### config.mk
export PLATFORM = sky130hd
export DESIGN_NAME = lfpf_job_queue
export DESIGN_NICKNAME = d
export VERILOG_FILES = /design/src/sv/lfpf_pkg.sv /design/src/sv/lfpf_job_queue.sv
export SDC_FILE = /design/constraint.sdc
export NUM_CORES = 1
export LEC_CHECK = 0
export BUFFER_PORTS_ARGS = -buffer_cell sky130_fd_sc_hd__buf_2
export CAP_MARGIN = 10
export CORE_MARGIN = 2
export CORE_UTILIZATION = 55
export DETAILED_ROUTE_END_ITERATION = 8
export HOLD_SLACK_MARGIN = 0.06
export PLACE_DENSITY = 0.75
export SLEW_MARGIN = 20
export SYNTH_ARGS = -nofsm -noshare
export SYNTH_HDL_FRONTEND = slang
export SYNTH_SLANG_ARGS = --single-unit
### constraint.sdc
create_clock -name i_clk -period 18.5 [get_ports i_clk]
set_clock_uncertainty 0.2 [all_clocks]
set_input_delay 0.925 -clock i_clk [delete_from_list [all_inputs] [get_ports i_clk]]
set_output_delay 0.925 -clock i_clk [all_outputs]
set_load 0.03 [all_outputs]
### src/sv/lfpf_pkg.sv
// Shared types, constants and the tone/gamma ROM contents of the LED frame post filter.
`default_nettype none

package lfpf_pkg;

    localparam int SUM_LEVELS = 1021;
    localparam int SUM_W      = 10;
    localparam int JOB_DEPTH  = 4;

    localparam logic [31:0] INDEX_KEY   = 32'h9E37_79B1;
    localparam logic [31:0] FRAME_KEY   = 32'h3C6E_F35F;
    localparam logic [31:0] MIX_MUL_A   = 32'h7FEB_352D;
    localparam logic [31:0] MIX_MUL_B   = 32'h846C_A68B;
    localparam logic [7:0]  ALPHA_RESET = 8'd40;

    typedef struct packed {
        logic [7:0] red_in;
        logic [7:0] green_in;
        logic [7:0] blue_in;
        logic       end_of_frame;
    } t_pixel_in;

    typedef struct packed {
        logic [7:0] red_out;
        logic [7:0] green_out;
        logic [7:0] blue_out;
        logic [7:0] pixel_index;
        logic       frame_last;
    } t_pixel_out;

    typedef struct packed {
        logic [SUM_W-1:0] sum_red;
        logic [SUM_W-1:0] sum_green;
        logic [SUM_W-1:0] sum_blue;
        logic [31:0]      seed;
        logic             last;
    } t_job_core;

    typedef struct packed {
        logic first;
        logic second;
    } t_job_push;

    typedef logic [SUM_LEVELS-1:0][7:0] t_tone_rom;

    function automatic logic [7:0] gamma_of(input logic [7:0] t);
        logic [127:0] rhs;
        logic [127:0] lhs;
        logic [7:0]   best;
        logic [7:0]   cand;
        rhs  = 128'd2048;
        best = 8'd0;
        for (int k = 0; k < 5; k++) begin
            rhs = rhs * 128'(t);
        end
        for (int k = 0; k < 6; k++) begin
            rhs = rhs * 128'd255;
        end
        for (int b = 7; b >= 0; b--) begin
            cand = best | (8'd1 << b);
            lhs  = 128'd1;
            for (int k = 0; k < 11; k++) begin
                lhs = lhs * (128'(cand) * 128'd2 - 128'd1);
            end
            if (lhs <= rhs) begin
                best = cand;
            end
        end
        return best;
    endfunction

    function automatic t_tone_rom build_tone_rom();
        t_tone_rom  rom;
        logic [7:0] gtab [256];
        logic [63:0] num;
        logic [63:0] den;
        logic [63:0] lim;
        logic [7:0]  t;
        logic [7:0]  cand;
        for (int i = 0; i < 256; i++) begin
            gtab[i] = gamma_of(8'(i));
        end
        for (int s = 0; s < SUM_LEVELS; s++) begin
            num = 64'(s) * (64'd251 * 64'(s) + 64'd3600);
            den = 64'(s) * (64'd243 * 64'(s) + 64'd70800) + 64'd20160000;
            lim = 64'd510 * num + den;
            t   = 8'd0;
            for (int b = 7; b >= 0; b--) begin
                cand = t | (8'd1 << b);
                if (64'd2 * den * 64'(cand) <= lim) begin
                    t = cand;
                end
            end
            rom[s] = gtab[t];
        end
        return rom;
    endfunction

    localparam t_tone_rom TONE_ROM = build_tone_rom();

endpackage

`default_nettype wire

### src/sv/lfpf_job_queue.sv
// Four-entry job queue between front and back, up to two pushes per cycle.
`default_nettype none

module lfpf_job_queue import lfpf_pkg::*; #(
    parameter int MAX_PIXELS = 256,
    localparam int IDX_W = (MAX_PIXELS > 1) ? $clog2(MAX_PIXELS) : 1
) (
    input  wire logic             i_clk,
    input  wire logic             i_rst_n,
    input  wire t_job_push        i_push,
    input  wire t_job_core        i_job_a,
    input  wire logic [IDX_W-1:0] i_idx_a,
    input  wire t_job_core        i_job_b,
    input  wire logic [IDX_W-1:0] i_idx_b,
    output logic                  o_room,
    output logic                  o_valid,
    output t_job_core             o_job,
    output logic [IDX_W-1:0]      o_idx,
    input  wire logic             i_pop
);

    localparam int PTR_W = $clog2(JOB_DEPTH);
    localparam int QC_W  = $clog2(JOB_DEPTH + 1);

    t_job_core        r_core [JOB_DEPTH];
    logic [IDX_W-1:0] r_idx  [JOB_DEPTH];
    logic [PTR_W-1:0] r_wp;
    logic [PTR_W-1:0] r_rp;
    logic [QC_W-1:0]  r_count;
    logic [PTR_W-1:0] wp_next;

    assign wp_next = r_wp + PTR_W'(1);
    assign o_room  = r_count <= QC_W'(JOB_DEPTH - 2);
    assign o_valid = r_count != '0;
    assign o_job   = r_core[r_rp];
    assign o_idx   = r_idx[r_rp];

    always_ff @(posedge i_clk) begin
        if (i_push.first) begin
            r_core[r_wp] <= i_job_a;
            r_idx[r_wp]  <= i_idx_a;
        end
        if (i_push.second) begin
            r_core[wp_next] <= i_job_b;
            r_idx[wp_next]  <= i_idx_b;
        end
    end

    always_ff @(posedge i_clk) begin
        if (!i_rst_n) begin
            r_wp    <= '0;
            r_rp    <= '0;
            r_count <= '0;
        end else begin
            r_wp    <= r_wp + PTR_W'(i_push.first) + PTR_W'(i_push.second);
            r_rp    <= r_rp + PTR_W'(i_pop);
            r_count <= r_count + QC_W'(i_push.first) + QC_W'(i_push.second) - QC_W'(i_pop);
        end
    end

endmodule

`default_nettype wire

==> results by stage <==
Status:
- The flow ran to the end, and the final reports show no timing, DRC or antenna violations.

Timing:
- Headroom to the max-slew limit came out at 0.355.
- The minimum period implied by the final worst setup slack is 4130 ps.
- Setup repair after global routing left no endpoint under its margin.
- Derived from the worst setup path, the maximum achievable clock frequency is 242 MHz.
- The number of hold violations in the final report was 0.
- Summed over all failing endpoints, the final setup total negative slack is 0 ps.
- The number of setup violations in the final report is 0.
- The number of max-slew violations in the final report is 0.
- Dividing the final minimum period by the clock period gives 0.223.
- The slew of the pin with the lowest slew margin is 964 ps.

Critical path:
- The largest fanout of any net on the critical path is 40.
- The endpoint arrival time on the critical path is 3010 ps.
- The maximum single-stage delay on the critical path is 820 ps.
- The worst endpoint required time is 17380 ps.
- The startpoint class of the critical path is a flip-flop.
- STA classifies the critical path endpoint as a primary output.
- The signal on the critical path passes through buf_4 > mux4_2 > buf_2.
- By startpoint and endpoint, the worst setup path is classified as reg2out.
- For this design, the slowest cell found on the critical path is sky130_fd_sc_hd__dfxtp_4.

Logic synthesis:
- Of the post-synthesis cell area, the dominant cell type holds 0.579.
- Synthesis inferred 291 register bits.
- Yosys attributes the largest share of cell area to sky130_fd_sc_hd__edfxtp_1 58%, sky130_fd_sc_hd__mux2_4 14%, sky130_fd_sc_hd__mux4_2 11%.
- Sorting the synthesized cells by how often they occur yields 284 x sky130_fd_sc_hd__edfxtp_1, 139 x sky130_fd_sc_hd__mux2_4, 138 x sky130_fd_sc_hd__mux2_2.
- The synthesized netlist contains 27 unique library cells.
- The cell taking the most area after synthesis is sky130_fd_sc_hd__edfxtp_1.
- The net count of the mapped netlist is 882.
- The post-synth design cell area is 14700 um^2.
- The number of warnings reported in the yosys synthesis log is 0.
- Synthesis produced a netlist whose cell count is 729.
- Among all flip-flop cells after synthesis, the most frequent one is sky130_fd_sc_hd__edfxtp_1.
- The average footprint of a synthesized cell is 20.2 um^2.
- The most frequent cell after synthesis is sky130_fd_sc_hd__edfxtp_1.
- The number of flops mapped to enable cells by yosys is 284.
- The part of the Yosys area used for sequential elements is 0.588.
- For this run, asynchronously set or reset flops after synthesis account for 0.

Detailed routing:
- The met3 wire length is 1690 um.
- The detail-routed net length per standard cell is 23.1 um.
- Once detail routing completed, the nets flagged for antenna violations numbered 0.
- After detailed routing, the number of remaining DRC violations is 0.
- The first TritonRoute pass finished after 4 iterations.
- The total via count after detailed routing is 7599.
- For this block, wires on met1 add up to 12600 um.
- In the detailed route, the total length drawn on met2 is 15500 um.
- The highest layer used for signal routing is met5.
- The routed wire length is 30300 um.
- The violation count after the first detailed-route iteration is 558.
- Using the TritonRoute via totals, the vias-per-cell ratio works out to 5.80.

Floorplan:
- The die height is 168 um.
- The number of ports placed on the die boundary is 220.
- The die extent in x is 168 um.
- The number of placement rows is 59.
- The effective utilization at floorplan is 0.562.
- The floorplan step defined a die boundary enclosing 28100 um^2.
- The core region is 26200 um^2.

Finish:
- The number of fill cells in the layout is 1799.
- Summing all multi-input logic gate instances after layout gives 5630 um^2.
- The net total in the final layout is 1101.
- The final cell count without fillers is 1311.
- The post-route standard cell area excluding fillers is 17000 um^2.
- From synthesis to final layout, the design area changed by 15.1%.
- Summing all flip-flop and latch instances after layout gives 8680 um^2.
- In the final layout, the share of cells above drive strength 1 is 0.655.
- The post-layout utilization of the core is 0.647.

Placement:
- The global placement routability congestion is 0.781.
- The placed cell area is 16000 um^2.
- Detailed placement ended at an HPWL of 18200 um.
- Counting tap cells, the placed design contains a total of 1251 instances.
- Buffers placed on the I/O ports in this run total 219.

Global routing:
- The via count of the first global-routing pass came to 8216.
- The total overflow left after global routing is 0.
- The number of antenna violations at the first check in global routing is 7.
- The total track usage is 0.218.
- The first-pass GRT wire length is 47000 um.
- The maximum number of pins on one net before global-route repair is 56.

Clock network:
- Once the clock tree was built, the setup fixing pass inserted 0 buffers.
- At the later pin of the worst-skew pair, clock insertion delay measures 540 ps.
- CTS built an H-tree with a depth of 1.
- For this design, the sink count on the clock tree is 291.
- The number of buffers created by CTS is 30.
- No sink is reached through more buffers than the 3 on the longest clock path.
- The clock tree from TritonCTS is yes.
- The clock slew at the register clock pins of the worst setup and hold paths is 60 ps.
- The clock tree root driver cell is sky130_fd_sc_hd__clkbuf_16.
- The count of cells resized by post-cts repair is 0.
- The count of hold buffers inserted by post-cts repair is 0.

Job:
- The number of max-cap violations is 0.

Power:
- The worst voltage drop across the vdd grid is 0.0572 mV.
- The leakage dissipation is 0.00657 uW.
- In this run the power density over the cells is 109 nW/um^2.

Hold path:
- The min-delay analysis places its worst path in the category reg2reg.
## stage by stage
step	setup WS, ps	power, uW	hold WS [ps]
6_report	14370	1850	456
5_1_grt	14100	1920	476
4_1_cts	14240	1870	457
3_5_place_dp	14450	1270	439
3_3_place_gp	14450	1260	457
2_1_floorplan	11500	1170	340
## registers in the layout, summed over array words and instances, names as in the netlist
| name | count |
|---|---|
| r_wp | 2 |
| r_rp | 2 |
| r_idx | 32 |
| r_count | 3 |
| r_core | 252 |
## power by group
group | switching, uW | internal (uW)
clock | 239 | 361
sequential | 26.5 | 827
combinational | 226 | 174
total | 492 | 1360
## cell usage in the layout, fill, tap and decap left out, drive strengths merged, types with 2 or more instances in the layout
cell type	netlist	layout
nand2	2	2
and2	7	7
mux2	284	284
clkinvlp	0	2
nor2	2	2
clkbuf	1	39
clkinv	0	9
fa	3	3
edfxtp	284	284
dfxtp	7	7
diode	0	6
bufinv	0	4
mux4	71	71
nand3b	2	2
xor2	2	2
buf	48	236
ha	3	3
inv	5	5
## final timing paths
path	from	to	slack (ps)	cells past startpoint
min	r_count[0]	r_count[0]	460	2
max	r_rp[0]	o_idx[1]	14370	3
min reg2reg	r_count[0]	r_count[0]	460	2
max reg2reg	r_wp[1]	r_core[2][36]	14890	4
## area by class of cell
class                           instances  share of cell area
Antenna cell                            6            0.000885
Clock buffer                           39              0.0475
Clock inverter                         15              0.0106
Inverter                                5             0.00111
Multi-Input combinational cell        384               0.332
Sequential cell                       291               0.511
Tap cell                              335              0.0247
Timing Repair Buffer                  236              0.0721
## critical path: cells and delay by family, from the launching register on
family	cells	cell delay (ps)
flops	1	820
buf+inv	2	990
mux	1	640
## per-layer routing
layer / global-route usage / vias to the layer above
li1: - / 3425
met1: 0.290 / 3925
met2: 0.378 / 202
met3: 0.0376 / 43
met4: 0.0544 / 4
met5: 0 / -
## cell families (layout without fill, tap and decap cells)
| group | count (synthesis) | in the layout | synth area share |
|---|---|---|---|
| multiplexers | 356 | 356 | 0.362 |
| flip-flops | 291 | 291 | 0.588 |
| buffers and inverters | 54 | 295 | 0.0337 |
| AND/OR/NAND/NOR | 16 | 16 | 0.00696 |
| adder cells (fa/ha/maj) | 6 | 6 | 0.00662 |
| AO/OA/AOI/OAI | 3 | 3 | 0.00136 |
| XOR/XNOR | 3 | 3 | 0.00178 |
| other | 0 | 6 | 0 |
Power figures use the tool's default switching activity.
