[config.mk]
export PLATFORM = sky130hd
export DESIGN_NAME = lfpf_front
export DESIGN_NICKNAME = d
export VERILOG_FILES = /design/src/sv/lfpf_pkg.sv /design/src/sv/lfpf_front.sv
export SDC_FILE = /design/constraint.sdc
export NUM_CORES = 1
export LEC_CHECK = 0
export ABC_AREA = 0
export BUFFER_PORTS_ARGS = -buffer_cell sky130_fd_sc_hd__buf_2
export CAP_MARGIN = 10
export CORE_UTILIZATION = 64
export DETAILED_ROUTE_END_ITERATION = 8
export GPL_TIMING_DRIVEN = 0
export PLACE_DENSITY_LB_ADDON = 0.12
export RECOVER_POWER = 50
export SETUP_SLACK_MARGIN = 0.5
export SYNTH_ARGS = -nofsm -noshare
export SYNTH_HDL_FRONTEND = slang
export SYNTH_SLANG_ARGS = --single-unit
export TNS_END_PERCENT = 30
[constraint.sdc]
create_clock -name i_clk -period 6.7 [get_ports i_clk]
set_clock_uncertainty 0.2 [all_clocks]
set_input_delay 0.335 -clock i_clk [delete_from_list [all_inputs] [get_ports i_clk]]
set_output_delay 0.335 -clock i_clk [all_outputs]
set_load 0.05 [all_outputs]
[src/sv/lfpf_pkg.sv]
// Shared types, constants and the tone/gamma ROM contents of the LED frame post filter.
`default_nettype none

package lfpf_pkg;

    localparam int SUM_LEVELS = 1021;
    localparam int SUM_W      = 10;
    localparam int JOB_DEPTH  = 4;

    localparam logic [31:0] INDEX_KEY   = 32'h9E37_79B1;
    localparam logic [31:0] FRAME_KEY   = 32'h3C6E_F35F;
    localparam logic [31:0] MIX_MUL_A   = 32'h7FEB_352D;
    localparam logic [31:0] MIX_MUL_B   = 32'h846C_A68B;
    localparam logic [7:0]  ALPHA_RESET = 8'd40;

    typedef struct packed {
        logic [7:0] red_in;
        logic [7:0] green_in;
        logic [7:0] blue_in;
        logic       end_of_frame;
    } t_pixel_in;

    typedef struct packed {
        logic [7:0] red_out;
        logic [7:0] green_out;
        logic [7:0] blue_out;
        logic [7:0] pixel_index;
        logic       frame_last;
    } t_pixel_out;

    typedef struct packed {
        logic [SUM_W-1:0] sum_red;
        logic [SUM_W-1:0] sum_green;
        logic [SUM_W-1:0] sum_blue;
        logic [31:0]      seed;
        logic             last;
    } t_job_core;

    typedef struct packed {
        logic first;
        logic second;
    } t_job_push;

    typedef logic [SUM_LEVELS-1:0][7:0] t_tone_rom;

    function automatic logic [7:0] gamma_of(input logic [7:0] t);
        logic [127:0] rhs;
        logic [127:0] lhs;
        logic [7:0]   best;
        logic [7:0]   cand;
        rhs  = 128'd2048;
        best = 8'd0;
        for (int k = 0; k < 5; k++) begin
            rhs = rhs * 128'(t);
        end
        for (int k = 0; k < 6; k++) begin
            rhs = rhs * 128'd255;
        end
        for (int b = 7; b >= 0; b--) begin
            cand = best | (8'd1 << b);
            lhs  = 128'd1;
            for (int k = 0; k < 11; k++) begin
                lhs = lhs * (128'(cand) * 128'd2 - 128'd1);
            end
            if (lhs <= rhs) begin
                best = cand;
            end
        end
        return best;
    endfunction

    function automatic t_tone_rom build_tone_rom();
        t_tone_rom  rom;
        logic [7:0] gtab [256];
        logic [63:0] num;
        logic [63:0] den;
        logic [63:0] lim;
        logic [7:0]  t;
        logic [7:0]  cand;
        for (int i = 0; i < 256; i++) begin
            gtab[i] = gamma_of(8'(i));
        end
        for (int s = 0; s < SUM_LEVELS; s++) begin
            num = 64'(s) * (64'd251 * 64'(s) + 64'd3600);
            den = 64'(s) * (64'd243 * 64'(s) + 64'd70800) + 64'd20160000;
            lim = 64'd510 * num + den;
            t   = 8'd0;
            for (int b = 7; b >= 0; b--) begin
                cand = t | (8'd1 << b);
                if (64'd2 * den * 64'(cand) <= lim) begin
                    t = cand;
                end
            end
            rom[s] = gtab[t];
        end
        return rom;
    endfunction

    localparam t_tone_rom TONE_ROM = build_tone_rom();

endpackage

`default_nettype wire

[src/sv/lfpf_front.sv]
// Front end: pixel window, frame bookkeeping and job generation.
`default_nettype none

module lfpf_front import lfpf_pkg::*; #(
    parameter int MAX_PIXELS = 256,
    localparam int IDX_W = (MAX_PIXELS > 1) ? $clog2(MAX_PIXELS) : 1,
    localparam int CNT_W = $clog2(MAX_PIXELS + 1)
) (
    input  wire logic       i_clk,
    input  wire logic       i_rst_n,
    input  wire logic       i_push,
    input  wire t_pixel_in  i_pixel,
    output logic            o_full,
    input  wire logic       i_room,
    output t_job_push       o_push,
    output t_job_core       o_job_a,
    output logic [IDX_W-1:0] o_idx_a,
    output t_job_core       o_job_b,
    output logic [IDX_W-1:0] o_idx_b
);

    logic [23:0]      r_left;
    logic [23:0]      r_center;
    logic [CNT_W-1:0] r_count;
    logic [31:0]      r_ikey;
    logic [31:0]      r_fkey;

    logic             accept;
    logic             below;
    logic             k_zero;
    logic             eof;
    logic [23:0]      px;
    logic [23:0]      new_left;
    logic [31:0]      key_prev;
    t_job_core        job_x;
    t_job_core        job_y;
    t_job_core        job_z;
    logic [IDX_W-1:0] idx_x;
    logic [IDX_W-1:0] idx_y;
    logic [IDX_W-1:0] idx_z;

    function automatic logic [SUM_W-1:0] chan_sum(input logic [7:0] l, c, r);
        return SUM_W'(l) + SUM_W'({c, 1'b0}) + SUM_W'(r);
    endfunction

    function automatic t_job_core make_job(input logic [23:0] l, c, r, input logic last,
                                           input logic [31:0] seed);
        t_job_core j;
        j.sum_red   = chan_sum(l[23:16], c[23:16], r[23:16]);
        j.sum_green = chan_sum(l[15:8], c[15:8], r[15:8]);
        j.sum_blue  = chan_sum(l[7:0], c[7:0], r[7:0]);
        j.seed      = seed;
        j.last      = last;
        return j;
    endfunction

    assign o_full = !i_room;
    assign accept = i_push && i_room;
    assign below  = r_count < CNT_W'(MAX_PIXELS);
    assign k_zero = r_count == '0;
    assign eof    = i_pixel.end_of_frame;
    assign px     = {i_pixel.red_in, i_pixel.green_in, i_pixel.blue_in};

    always_comb begin
        new_left = k_zero ? px : r_center;
        key_prev = r_ikey - INDEX_KEY;
        job_x    = make_job(r_left, r_center, px, 1'b0, key_prev ^ r_fkey);
        idx_x    = IDX_W'(r_count - CNT_W'(1));
        job_y    = make_job(new_left, px, px, 1'b1, r_ikey ^ r_fkey);
        idx_y    = IDX_W'(r_count);
        job_z    = make_job(r_left, r_center, r_center, 1'b1, key_prev ^ r_fkey);
        idx_z    = IDX_W'(MAX_PIXELS - 1);
        o_push   = '0;
        o_job_a  = job_x;
        o_idx_a  = idx_x;
        o_job_b  = job_y;
        o_idx_b  = idx_y;
        if (accept) begin
            if (below) begin
                if (!k_zero) begin
                    o_push.first  = 1'b1;
                    o_push.second = eof;
                end else if (eof) begin
                    o_push.first = 1'b1;
                    o_job_a      = job_y;
                    o_idx_a      = idx_y;
                end
            end else if (eof) begin
                o_push.first = 1'b1;
                o_job_a      = job_z;
                o_idx_a      = idx_z;
            end
        end
    end

    always_ff @(posedge i_clk) begin
        if (!i_rst_n) begin
            r_left   <= '0;
            r_center <= '0;
            r_count  <= '0;
            r_ikey   <= INDEX_KEY;
            r_fkey   <= '0;
        end else if (accept) begin
            if (below) begin
                r_left   <= new_left;
                r_center <= px;
                r_count  <= r_count + CNT_W'(1);
                r_ikey   <= r_ikey + INDEX_KEY;
            end
            if (eof) begin
                r_count <= '0;
                r_ikey  <= INDEX_KEY;
                r_fkey  <= r_fkey + FRAME_KEY;
            end
        end
    end

`ifndef NO_ASSERTIONS
    a_count_range: assert property (@(posedge i_clk) disable iff (!i_rst_n)
        r_count <= CNT_W'(MAX_PIXELS))
        else $error("arrival count past limit");
    a_second_after_first: assert property (@(posedge i_clk) disable iff (!i_rst_n)
        o_push.second |-> (o_push.first && eof && !k_zero))
        else $error("second job without first");
`endif

endmodule

`default_nettype wire

==> results of run 1 <==
[registers in the layout, indices dropped and copies added, names as in the netlist]
signal    count
r_fkey       32
r_count       9
r_center     24
r_ikey       32
r_left       24
[layout by cell type (no fill, tap or decap), types with 24 or more instances in the layout]
cell type	count
nand2_1	174
nor2_1	158
a21oi_1	145
buf_2	139
dfxtp_1	121
ha_1	104
clkbuf_1	100
xnor2_1	100
xor2_1	79
o21ai_0	68
inv_1	60
nor3_1	35
fa_1	33
a21o_1	24
[cell type report]
| cell class | instances | area share |
|---|---|---|
| Tap cell | 225 | 0.0211 |
| Timing Repair Buffer | 178 | 0.0649 |
| Multi-Input combinational cell | 1226 | 0.641 |
| Buffer | 81 | 0.0273 |
| Clock inverter | 13 | 0.0125 |
| Sequential cell | 121 | 0.181 |
| Clock buffer | 19 | 0.0339 |
| Inverter | 63 | 0.0177 |
[metrics by stage]
step	worst slack, ns	hold WS [ns]	instances
floorplan	0.712	0.241	1491
global route	0.304	0.0156	1926
detailed placement	1.01	0.252	1888
finish	0.502	0.00463	1926
CTS	0.512	0.00369	1926
global placement	0.978	0.249	1888
[power by group through the flow]
| stage | combinational, mW | clock (mW) | sequential, mW |
|---|---|---|---|
| after global routing | 1.97 | 1.01 | 0.793 |
| after detailed placement | 1.83 | 0 | 0.804 |
| after floorplan | 1.44 | 0 | 0.794 |
| final | 1.85 | 0.983 | 0.789 |
| after global placement | 1.81 | 0 | 0.802 |
| after CTS | 1.85 | 0.977 | 0.788 |
[path summary, 6_finish.rpt]
check | from | end | slack (ns)
worst max-delay path | r_count[3] | o_job_a[42] | 0.50
worst min-delay path | i_pixel[15] | r_center[14] | 0.005
worst max register to register | r_fkey[1] | r_fkey[28] | 3.36
worst min register to register | r_left[19] | r_left[19] | 0.26
[kinds of logic (layout without fill, tap and decap cells)]
| kind of cell | Yosys count | in the layout | synth area share |
|---|---|---|---|
| XOR/XNOR | 179 | 179 | 0.135 |
| adder cells (fa/ha/maj) | 137 | 137 | 0.169 |
| other | 1 | 1 | 0.000323 |
| AO/OA/AOI/OAI | 397 | 397 | 0.220 |
| flip-flops | 121 | 121 | 0.209 |
| AND/OR/NAND/NOR | 482 | 482 | 0.187 |
| buffers and inverters | 144 | 354 | 0.0519 |
| multiplexers | 30 | 30 | 0.0281 |
[critical path, delay by kind of cell (launching register included)]
kind / cells / cell delay [ns]
compound gates: 7 / 1.51
fa+ha+maj: 2 / 0.97
buf+inv: 3 / 0.78
flops: 1 / 0.31
mux: 1 / 0.41
simple gates: 3 / 1.24
[synth_stat cells, types with 9 or more instances]
cell type | instances | area (µm²)
a211oi_1 | 17 | 128
nor2b_1 | 9 | 56.3
inv_1 | 60 | 225
nor3_1 | 35 | 175
o21ai_0 | 66 | 330
clkbuf_1 | 57 | 214
nor4_1 | 10 | 62.6
a21oi_1 | 145 | 726
o21a_1 | 21 | 158
ha_1 | 104 | 1300
mux2_2 | 21 | 236
buf_2 | 10 | 50.1
nand3_1 | 23 | 115
xor2_1 | 79 | 692
buf_4 | 11 | 82.6
a21o_1 | 24 | 180
nand2b_1 | 10 | 62.6
mux2i_1 | 9 | 90.1
nand2_1 | 174 | 653
o21bai_1 | 12 | 90.1
xnor2_1 | 100 | 876
or3_1 | 16 | 100
fa_1 | 33 | 661
o22ai_1 | 19 | 119
nor2_1 | 158 | 593
dfxtp_1 | 121 | 2420
[routing by layer]
layer,track usage,up-vias,part of all wire
met5,0,-,0
met4,0.246,0,0.057
met3,0.0774,152,0.091
met2,0.671,621,0.46
met1,0.488,5494,0.40
li1,-,5612,-
[timing repair]
item	in CTS	in global routing
hold buffers	6	0
endpoints found under the setup margin	0	8
gates resized for setup	0	3
hold endpoints to repair	6	0
==> qor.yml, run 1 <==
status: "finished with violations"
violations: "capacitance limit, slew limit"
path_cells: "buf_2, nor4_1, nand3_4, nor2_4, buf_4, mux2_2, fa_1, fa_1, a21o_1, a21oi_1, o21bai_1, a21oi_1, o21bai_1, a21oi_1, o221ai_1, buf_2"
synth-async-reset-ratio: 0
areaGrowthSynthToFinish_pct: 15.1
ys_warn_count: 0
nFillCells: 1388
setup_violations: 0
holdPathStages: 3
nNetsFinal: 1854
num_io_pins: 174
vdd_drop_max_v: 0.000265
seq_area_frac_synth: 0.209
max_slew_margin: -0.0381
cp_max_fo: 10
clk_latency_ns: 0.43
stdcell_area_um2: 13400
slowest_delay_ns: 0.63
ctsRootBufferMaster: "clkbuf_16"
drt-vias-per-instance: 6.17
grt_first_pass_wirelength_um: 57800
place_area_um2: 12700
routed_wl_um: 36900
syn-num-nets: 1657
drt_iter0_markers: 1003
maxCapViolCount: 1
combinationalPowerShare: 0.511
track_usage: 0.406
ys_seq_elements: 121
r2r_cells: 9
p_leak_nw: 5.97
ys_types: 83
first_pass_iters: 6
syn_area_per_cell_um2: 7.78
cp.required_ns: 6.16
die-area_um2: 18700
fp-row-count: 48
initial_core_util: 0.664
worstPathArrival_ns: 5.66
p_sw_mw: 1.75
grt.overflow.total: 0
power.total_mw: 3.63
min_period_ns: 6.20
p_sw_frac: 0.484
drv_slew: 11
hpwl_um: 27400
fmax_ghz: 0.161
internal_power_mw: 1.87
route.detailed.drc: 0
die_h_um: 137
routedWlPerCell_um: 19.1
antenna_found_initial: 0
htreeDepth: 4
multi_input_area_um2: 8570
p_per_area_nw_per_um2: 271
cts_made_buffers: 17
regArea_um2: 2420
syn_area_um2: 11600
synth_edf_count: 0
hold_class: "primary input to flip-flop"
drive_above_1_share: 0.128
core_um2: 17500
gp_congestion: 0.989
clkPwrFrac: 0.271
die_x_um: 137
rsz0062_at_grt: "false"
tritoncts: "yes"
power_frac_seq: 0.218
critical_path_class: "flip-flop to output pin"
clockBufferDepth: 2
worstMarginPinSlew_ns: 1.54
crit_top_cell: "a21oi_1"
end_kind: "output pin"
path_clk_slew_ns: 0.06
grt_max_degree: 17
vias: 11879
worstSetupStartpointType: "flip-flop"
postRouteAntennaNets: 0
final_util: 0.764
critPathSlowestCell: "nor4_1"
clock_sinks: 121
grt_pass1_vias: 11272
ys_dominant_reg_cell: "dfxtp_1"
port_buffers: 172
finalSetupTns_ns: 0
hold_viol: 0
netlist_instances: 1491
antenna_cells: 0
post_cts_buffers: 0
fin_crit_sh: 0.925
Note: power is estimated with default switching activity, not from simulation.
==> run 2: changes to the inputs <==
==> constraint.sdc (replaced) <==
create_clock -name i_clk -period 6.7 [get_ports i_clk]
set_clock_uncertainty 0.2 [all_clocks]
set_input_delay 1.005 -clock i_clk [delete_from_list [all_inputs] [get_ports i_clk]]
set_output_delay 1.005 -clock i_clk [all_outputs]
set_load 0.05 [all_outputs]
==> qor.yml, run 2 (synthesized netlist as in run 1, its figures left out) <==
htreeDepth: 4  # unchanged
stdcell_area_um2: 13400  # about the same
grt.overflow.total: 0  # unchanged
initial_core_util: 0.664  # unchanged
gp_congestion: 0.999  # was 0.989
startpoint: "r_count[3]"  # unchanged
whs_ns: 0.264  # was 0.00463 ns
hold_viol: 0  # unchanged
vdd_drop_max_v: 0.000281  # was 0.000265 V
worstPathArrival_ns: 4.97  # was 5.66 ns
cts_made_buffers: 17  # unchanged
critical_path_class: "flip-flop to output pin"  # unchanged
tritoncts: "yes"  # unchanged
worstHoldStart: "r_left[12]"  # was i_pixel[15]
drt_iter0_markers: 1084  # was 1003
antenna_cells: 0  # unchanged
areaGrowthSynthToFinish_pct: 15.1  # about the same
rsz0062_at_grt: "true"  # was false
drive_above_1_share: 0.137  # was 0.128
nNetsFinal: 1851  # was 1854
worstSetupStartpointType: "flip-flop"  # unchanged
grt_first_pass_wirelength_um: 56700  # was 57800 µm
nFillCells: 1385  # was 1388
end_kind: "output pin"  # unchanged
fmax_ghz: 0.162  # was 0.161 GHz
cp_max_fo: 10  # unchanged
setup_violations: 0  # unchanged
clockBufferDepth: 2  # unchanged
final_cell_mix: "174 x nand2_1, 158 x nor2_1, 144 x a21oi_1, 136 x buf_2, 121 x dfxtp_1"  # was 174 x nand2_1, 158 x nor2_1, 145 x a21oi_1, 139 x buf_2, 121 x dfxtp_1
status: "finished with violations"  # unchanged
fin_crit_sh: 0.922  # was 0.925
cts-hold-fix-buffers: 0  # was 6
place_inst: 1888  # unchanged
p_per_area_nw_per_um2: 271  # about the same
first_pass_iters: 6  # unchanged
antenna_found_initial: 0  # unchanged
ctsRootBufferMaster: "clkbuf_16"  # unchanged
port_buffers: 172  # unchanged
path_clk_slew_ns: 0.06  # about the same
fin_cells: 1923  # was 1926
min_period_ns: 6.18  # was 6.20 ns
grt_max_degree: 17  # unchanged
grt_pass1_vias: 11067  # was 11272
vias: 12001  # was 11879
die_h_um: 137  # unchanged
final_common_cell: "nand2_1"  # unchanged
clk_latency_ns: 0.43  # about the same
clock_sinks: 121  # unchanged
hpwl_um: 27300  # was 27400 µm
die-area_um2: 18700  # unchanged
route.detailed.drc: 0  # unchanged
postRouteAntennaNets: 0  # unchanged
cp.required_ns: 5.49  # was 6.16 ns
routed_wl_um: 37100  # was 36900 µm
p_leak_nw: 5.97  # about the same
place_area_um2: 12800  # was 12700 µm²
routedWlPerCell_um: 19.3  # was 19.1 µm
max_slew_margin: -0.0819  # was -0.0381
fp-row-count: 48  # unchanged
drv_slew: 11  # unchanged
hold_class: "flip-flop to flip-flop"  # was primary input to flip-flop
maxCapViolCount: 1  # unchanged
num_io_pins: 174  # unchanged
track_usage: 0.398  # was 0.406
drt-vias-per-instance: 6.24  # was 6.17
final_util: 0.764  # about the same
worstMarginPinSlew_ns: 1.61  # was 1.54 ns
largestRegisters: "r_fkey x32, r_ikey x32"  # unchanged
timing.rr.start: "r_count[8]"  # was r_fkey[1]
die_x_um: 137  # unchanged
violations: "capacitance limit, slew limit"  # unchanged
finalSetupTns_ns: 0  # unchanged
core_um2: 17500  # unchanged
[run 2: path summary, 6_finish.rpt]
kind                  to  slack, ns  depth (start not counted)
min           r_left[12]       0.26                          2
min reg2reg   r_left[12]       0.26                          2
max reg2reg   r_ikey[12]       3.52                          6
max          o_job_a[42]       0.52                         16
[run 2: routing by layer]
metal / global-route usage / up-vias / share of wire
met1: 0.486 / 5601 / 0.40
li1: - / 5630 / -
met5: 0 / - / 0
met3: 0.0815 / 134 / 0.092
met4: 0.230 / 0 / 0.052
met2: 0.647 / 636 / 0.46
[run 2: where the power goes]
part	total [mW]	switching, mW	internal, mW
registers	0.789	0.0358	0.754
logic	1.86	1.34	0.516
clock network	0.967	0.368	0.599
[run 2: critical path, cell delays in order (launching register included)]
cell,delay (ns)
dfxtp_1,0.31
buf_2,0.19
nor4_4,0.38
nand3_2,0.17
nor2_4,0.16
buf_4,0.26
mux2_2,0.40
fa_1,0.49
fa_1,0.48
a21o_1,0.18
a21oi_1,0.22
o21bai_1,0.09
a21oi_1,0.24
o21bai_1,0.13
a21oi_2,0.27
o221ai_1,0.28
buf_4,0.28
[run 2: repair_timing]
item,CTS,global route
setup buffers,3,0
resized for setup,2,7
pin swaps,2,1
endpoints found under the setup margin,25,13
[run 2: layout make-up]
| cell class | instances | area [µm²] | area share |
|---|---|---|---|
| Multi-Input combinational cell | 1226 | 8610 | 0.644 |
| Clock inverter | 13 | 168 | 0.0126 |
| Clock buffer | 19 | 443 | 0.0332 |
| Inverter | 63 | 236 | 0.0177 |
| Sequential cell | 121 | 2420 | 0.181 |
| Buffer | 81 | 365 | 0.0273 |
| Timing Repair Buffer | 175 | 833 | 0.0624 |
| Tap cell | 225 | 282 | 0.0211 |
[run 2: metrics by stage]
stage,power (mW),setup slack (ns)
finish,3.62,0.524
global route,3.76,0.400
CTS,3.59,0.516
detailed placement,2.63,0.315
global placement,2.61,0.303
floorplan,2.24,0.404
==> run 3: changes to the inputs <==
--- a/constraint.sdc
+++ b/constraint.sdc
@@ -4,2 +4,2 @@
 set_output_delay 1.005 -clock i_clk [all_outputs]
-set_load 0.05 [all_outputs]
+set_load 0.02 [all_outputs]
==> qor.yml, run 3 (synthesized netlist as in run 1, its figures left out) <==
nFillCells: 1384  # was 1385
path_cells: "buf_2, nor4_4, nand3_2, nor2_4, buf_6, mux2_2, fa_1, fa_1, a21o_1, a21oi_1, o21bai_1, a21oi_2, o21bai_1, a21oi_2, o221ai_1, buf_2"  # was buf_2, nor4_4, nand3_2, nor2_4, buf_4, mux2_2, fa_1, fa_1, a21o_1, a21oi_1, o21bai_1, a21oi_1, o21bai_1, a21oi_2, o221ai_1, buf_4
hold_viol: 0  # unchanged
worstMarginPinSlew_ns: 1.54  # was 1.61 ns
drt-vias-per-instance: 6.20  # was 6.24
reg2reg_to: "r_fkey[28]"  # was r_ikey[12]
maxCapViolCount: 1  # unchanged
drive_above_1_share: 0.139  # was 0.137
grt.overflow.total: 0  # unchanged
final_util: 0.764  # about the same
p_per_area_nw_per_um2: 237  # was 271 nW/µm²
die_h_um: 137  # unchanged
max_slew_margin: -0.0359  # was -0.0819
routed_wl_um: 36900  # was 37100 µm
postRouteAntennaNets: 0  # unchanged
drt_iter0_markers: 957  # was 1084
r2r_cells: 9  # was 6
routedWlPerCell_um: 19.2  # was 19.3 µm
slowest_delay_ns: 0.49  # about the same
final_cell_mix: "174 x nand2_1, 158 x nor2_1, 143 x buf_2, 143 x a21oi_1, 121 x dfxtp_1"  # was 174 x nand2_1, 158 x nor2_1, 144 x a21oi_1, 136 x buf_2, 121 x dfxtp_1
place_ws_ns: 0.389  # was 0.315 ns
worstPathArrival_ns: 4.86  # was 4.97 ns
fin_crit_sh: 0.906  # was 0.922
critical_path_class: "flip-flop to output pin"  # unchanged
setup_violations: 0  # unchanged
num_io_pins: 174  # unchanged
status: "finished with violations"  # unchanged
die-area_um2: 18700  # unchanged
power.total_mw: 3.17  # was 3.62 mW
initial_core_util: 0.664  # unchanged
track_usage: 0.405  # was 0.398
clk_latency_ns: 0.43  # about the same
path_clk_slew_ns: 0.06  # about the same
cts_made_buffers: 17  # unchanged
cts-hold-fix-buffers: 0  # unchanged
port_buffers: 172  # unchanged
use_met2: 0.664  # was 0.647
grt_first_pass_wirelength_um: 57800  # was 56700 µm
clock_sinks: 121  # unchanged
fmax_ghz: 0.165  # was 0.162 GHz
clockBufferDepth: 2  # unchanged
nNetsFinal: 1851  # unchanged
route.detailed.drc: 0  # unchanged
rsz0062_at_grt: "true"  # unchanged
grt_pass1_vias: 11249  # was 11067
grtUsageMet3: 0.0722  # was 0.0815
ctsRootBufferMaster: "clkbuf_16"  # unchanged
worstSetupStartpointType: "flip-flop"  # unchanged
hold_class: "flip-flop to flip-flop"  # unchanged
htreeDepth: 4  # unchanged
tritoncts: "yes"  # unchanged
min_period_ns: 6.07  # was 6.18 ns
place_inst: 1888  # unchanged
cp.required_ns: 5.49  # about the same
finalSetupTns_ns: 0  # unchanged
whs_ns: 0.265  # was 0.264 ns
p_leak_nw: 5.98  # was 5.97 nW
critPathSlowestCell: "fa_1"  # unchanged
largestRegisters: "r_fkey x32, r_ikey x32"  # unchanged
timing.rr.start: "r_fkey[1]"  # was r_count[8]
die_x_um: 137  # unchanged
fp-row-count: 48  # unchanged
place_area_um2: 12700  # was 12800 µm²
final_common_cell: "nand2_1"  # unchanged
drv_slew: 11  # unchanged
met1_usage: 0.495  # was 0.486
violations: "capacitance limit, slew limit"  # unchanged
busiest_layer: "met2"  # unchanged
antenna_cells: 0  # unchanged
first_pass_iters: 7  # was 6
gp_congestion: 0.989  # was 0.999
end_kind: "output pin"  # unchanged
cp_max_fo: 10  # unchanged
vias: 11932  # was 12001
startpoint: "r_count[3]"  # unchanged
fin_ws_ns: 0.631  # was 0.524 ns
fin_cells: 1923  # unchanged
vdd_drop_max_v: 0.000198  # was 0.000281 V
areaGrowthSynthToFinish_pct: 15.0  # was 15.1%
critical_path.endpoint: "o_job_a[42]"  # unchanged
core_um2: 17500  # unchanged
reg2reg_slack_ns: 3.45  # was 3.52 ns
stdcell_area_um2: 13300  # was 13400 µm²
grt_max_degree: 17  # unchanged
hpwl_um: 27400  # was 27300 µm
antenna_found_initial: 0  # unchanged
==> run 3: area by class of cell <==
cell class	instances	area, µm²	area share
plain buffers	81	364	0.0273
repair buffers	175	836	0.0626
clock inverters	13	166	0.0125
flip-flops and latches	121	2420	0.181
multi-input cells	1226	8590	0.643
well taps	225	282	0.0211
clock buffers	19	453	0.0339
inverters	63	236	0.0177
==> run 3: worst min path at each step <==
stage | slack (ns) | startpoint | cells after the start | to
4_1_cts | 0.26 | r_left[19] | 2 | r_left[19]
3_5_place_dp | 0.25 | r_left[19] | 2 | r_left[19]
6_report | 0.26 | r_left[3] | 2 | r_left[3]
3_3_place_gp | 0.25 | r_left[19] | 2 | r_left[19]
2_1_floorplan | 0.24 | r_left[11] | 2 | r_left[11]
5_1_grt | 0.29 | r_left[3] | 2 | r_left[3]
==> run 3: worst max-delay path: cells and delay by family (launching register included) <==
family | cells | cell delay, ns
compound gates | 7 | 1.34
fa+ha+maj | 2 | 0.97
buf+inv | 3 | 0.67
flops | 1 | 0.31
mux | 1 | 0.40
simple gates | 3 | 0.75
==> run 3: timing repair <==
| item | 4_1_cts | 5_1_grt |
|---|---|---|
| pin swaps | 2 | 1 |
| buffers inserted | 1 | 2 |
| gates resized for setup | 4 | 3 |
| endpoints found under the setup margin | 17 | 7 |
==> run 3: power by group <==
group / total, mW / switching (mW) / internal, mW
combinational: 1.39 / 0.883 / 0.511
sequential: 0.790 / 0.0361 / 0.753
clock: 0.982 / 0.374 / 0.608
==> run 3: metal layers <==
metal	part of all wire	vias to the layer above	routed length, µm
li1	-	5612	-
met1	0.40	5537	14800
met2	0.46	633	17000
met3	0.085	148	3150
met4	0.052	2	1930
met5	0.00043	-	16
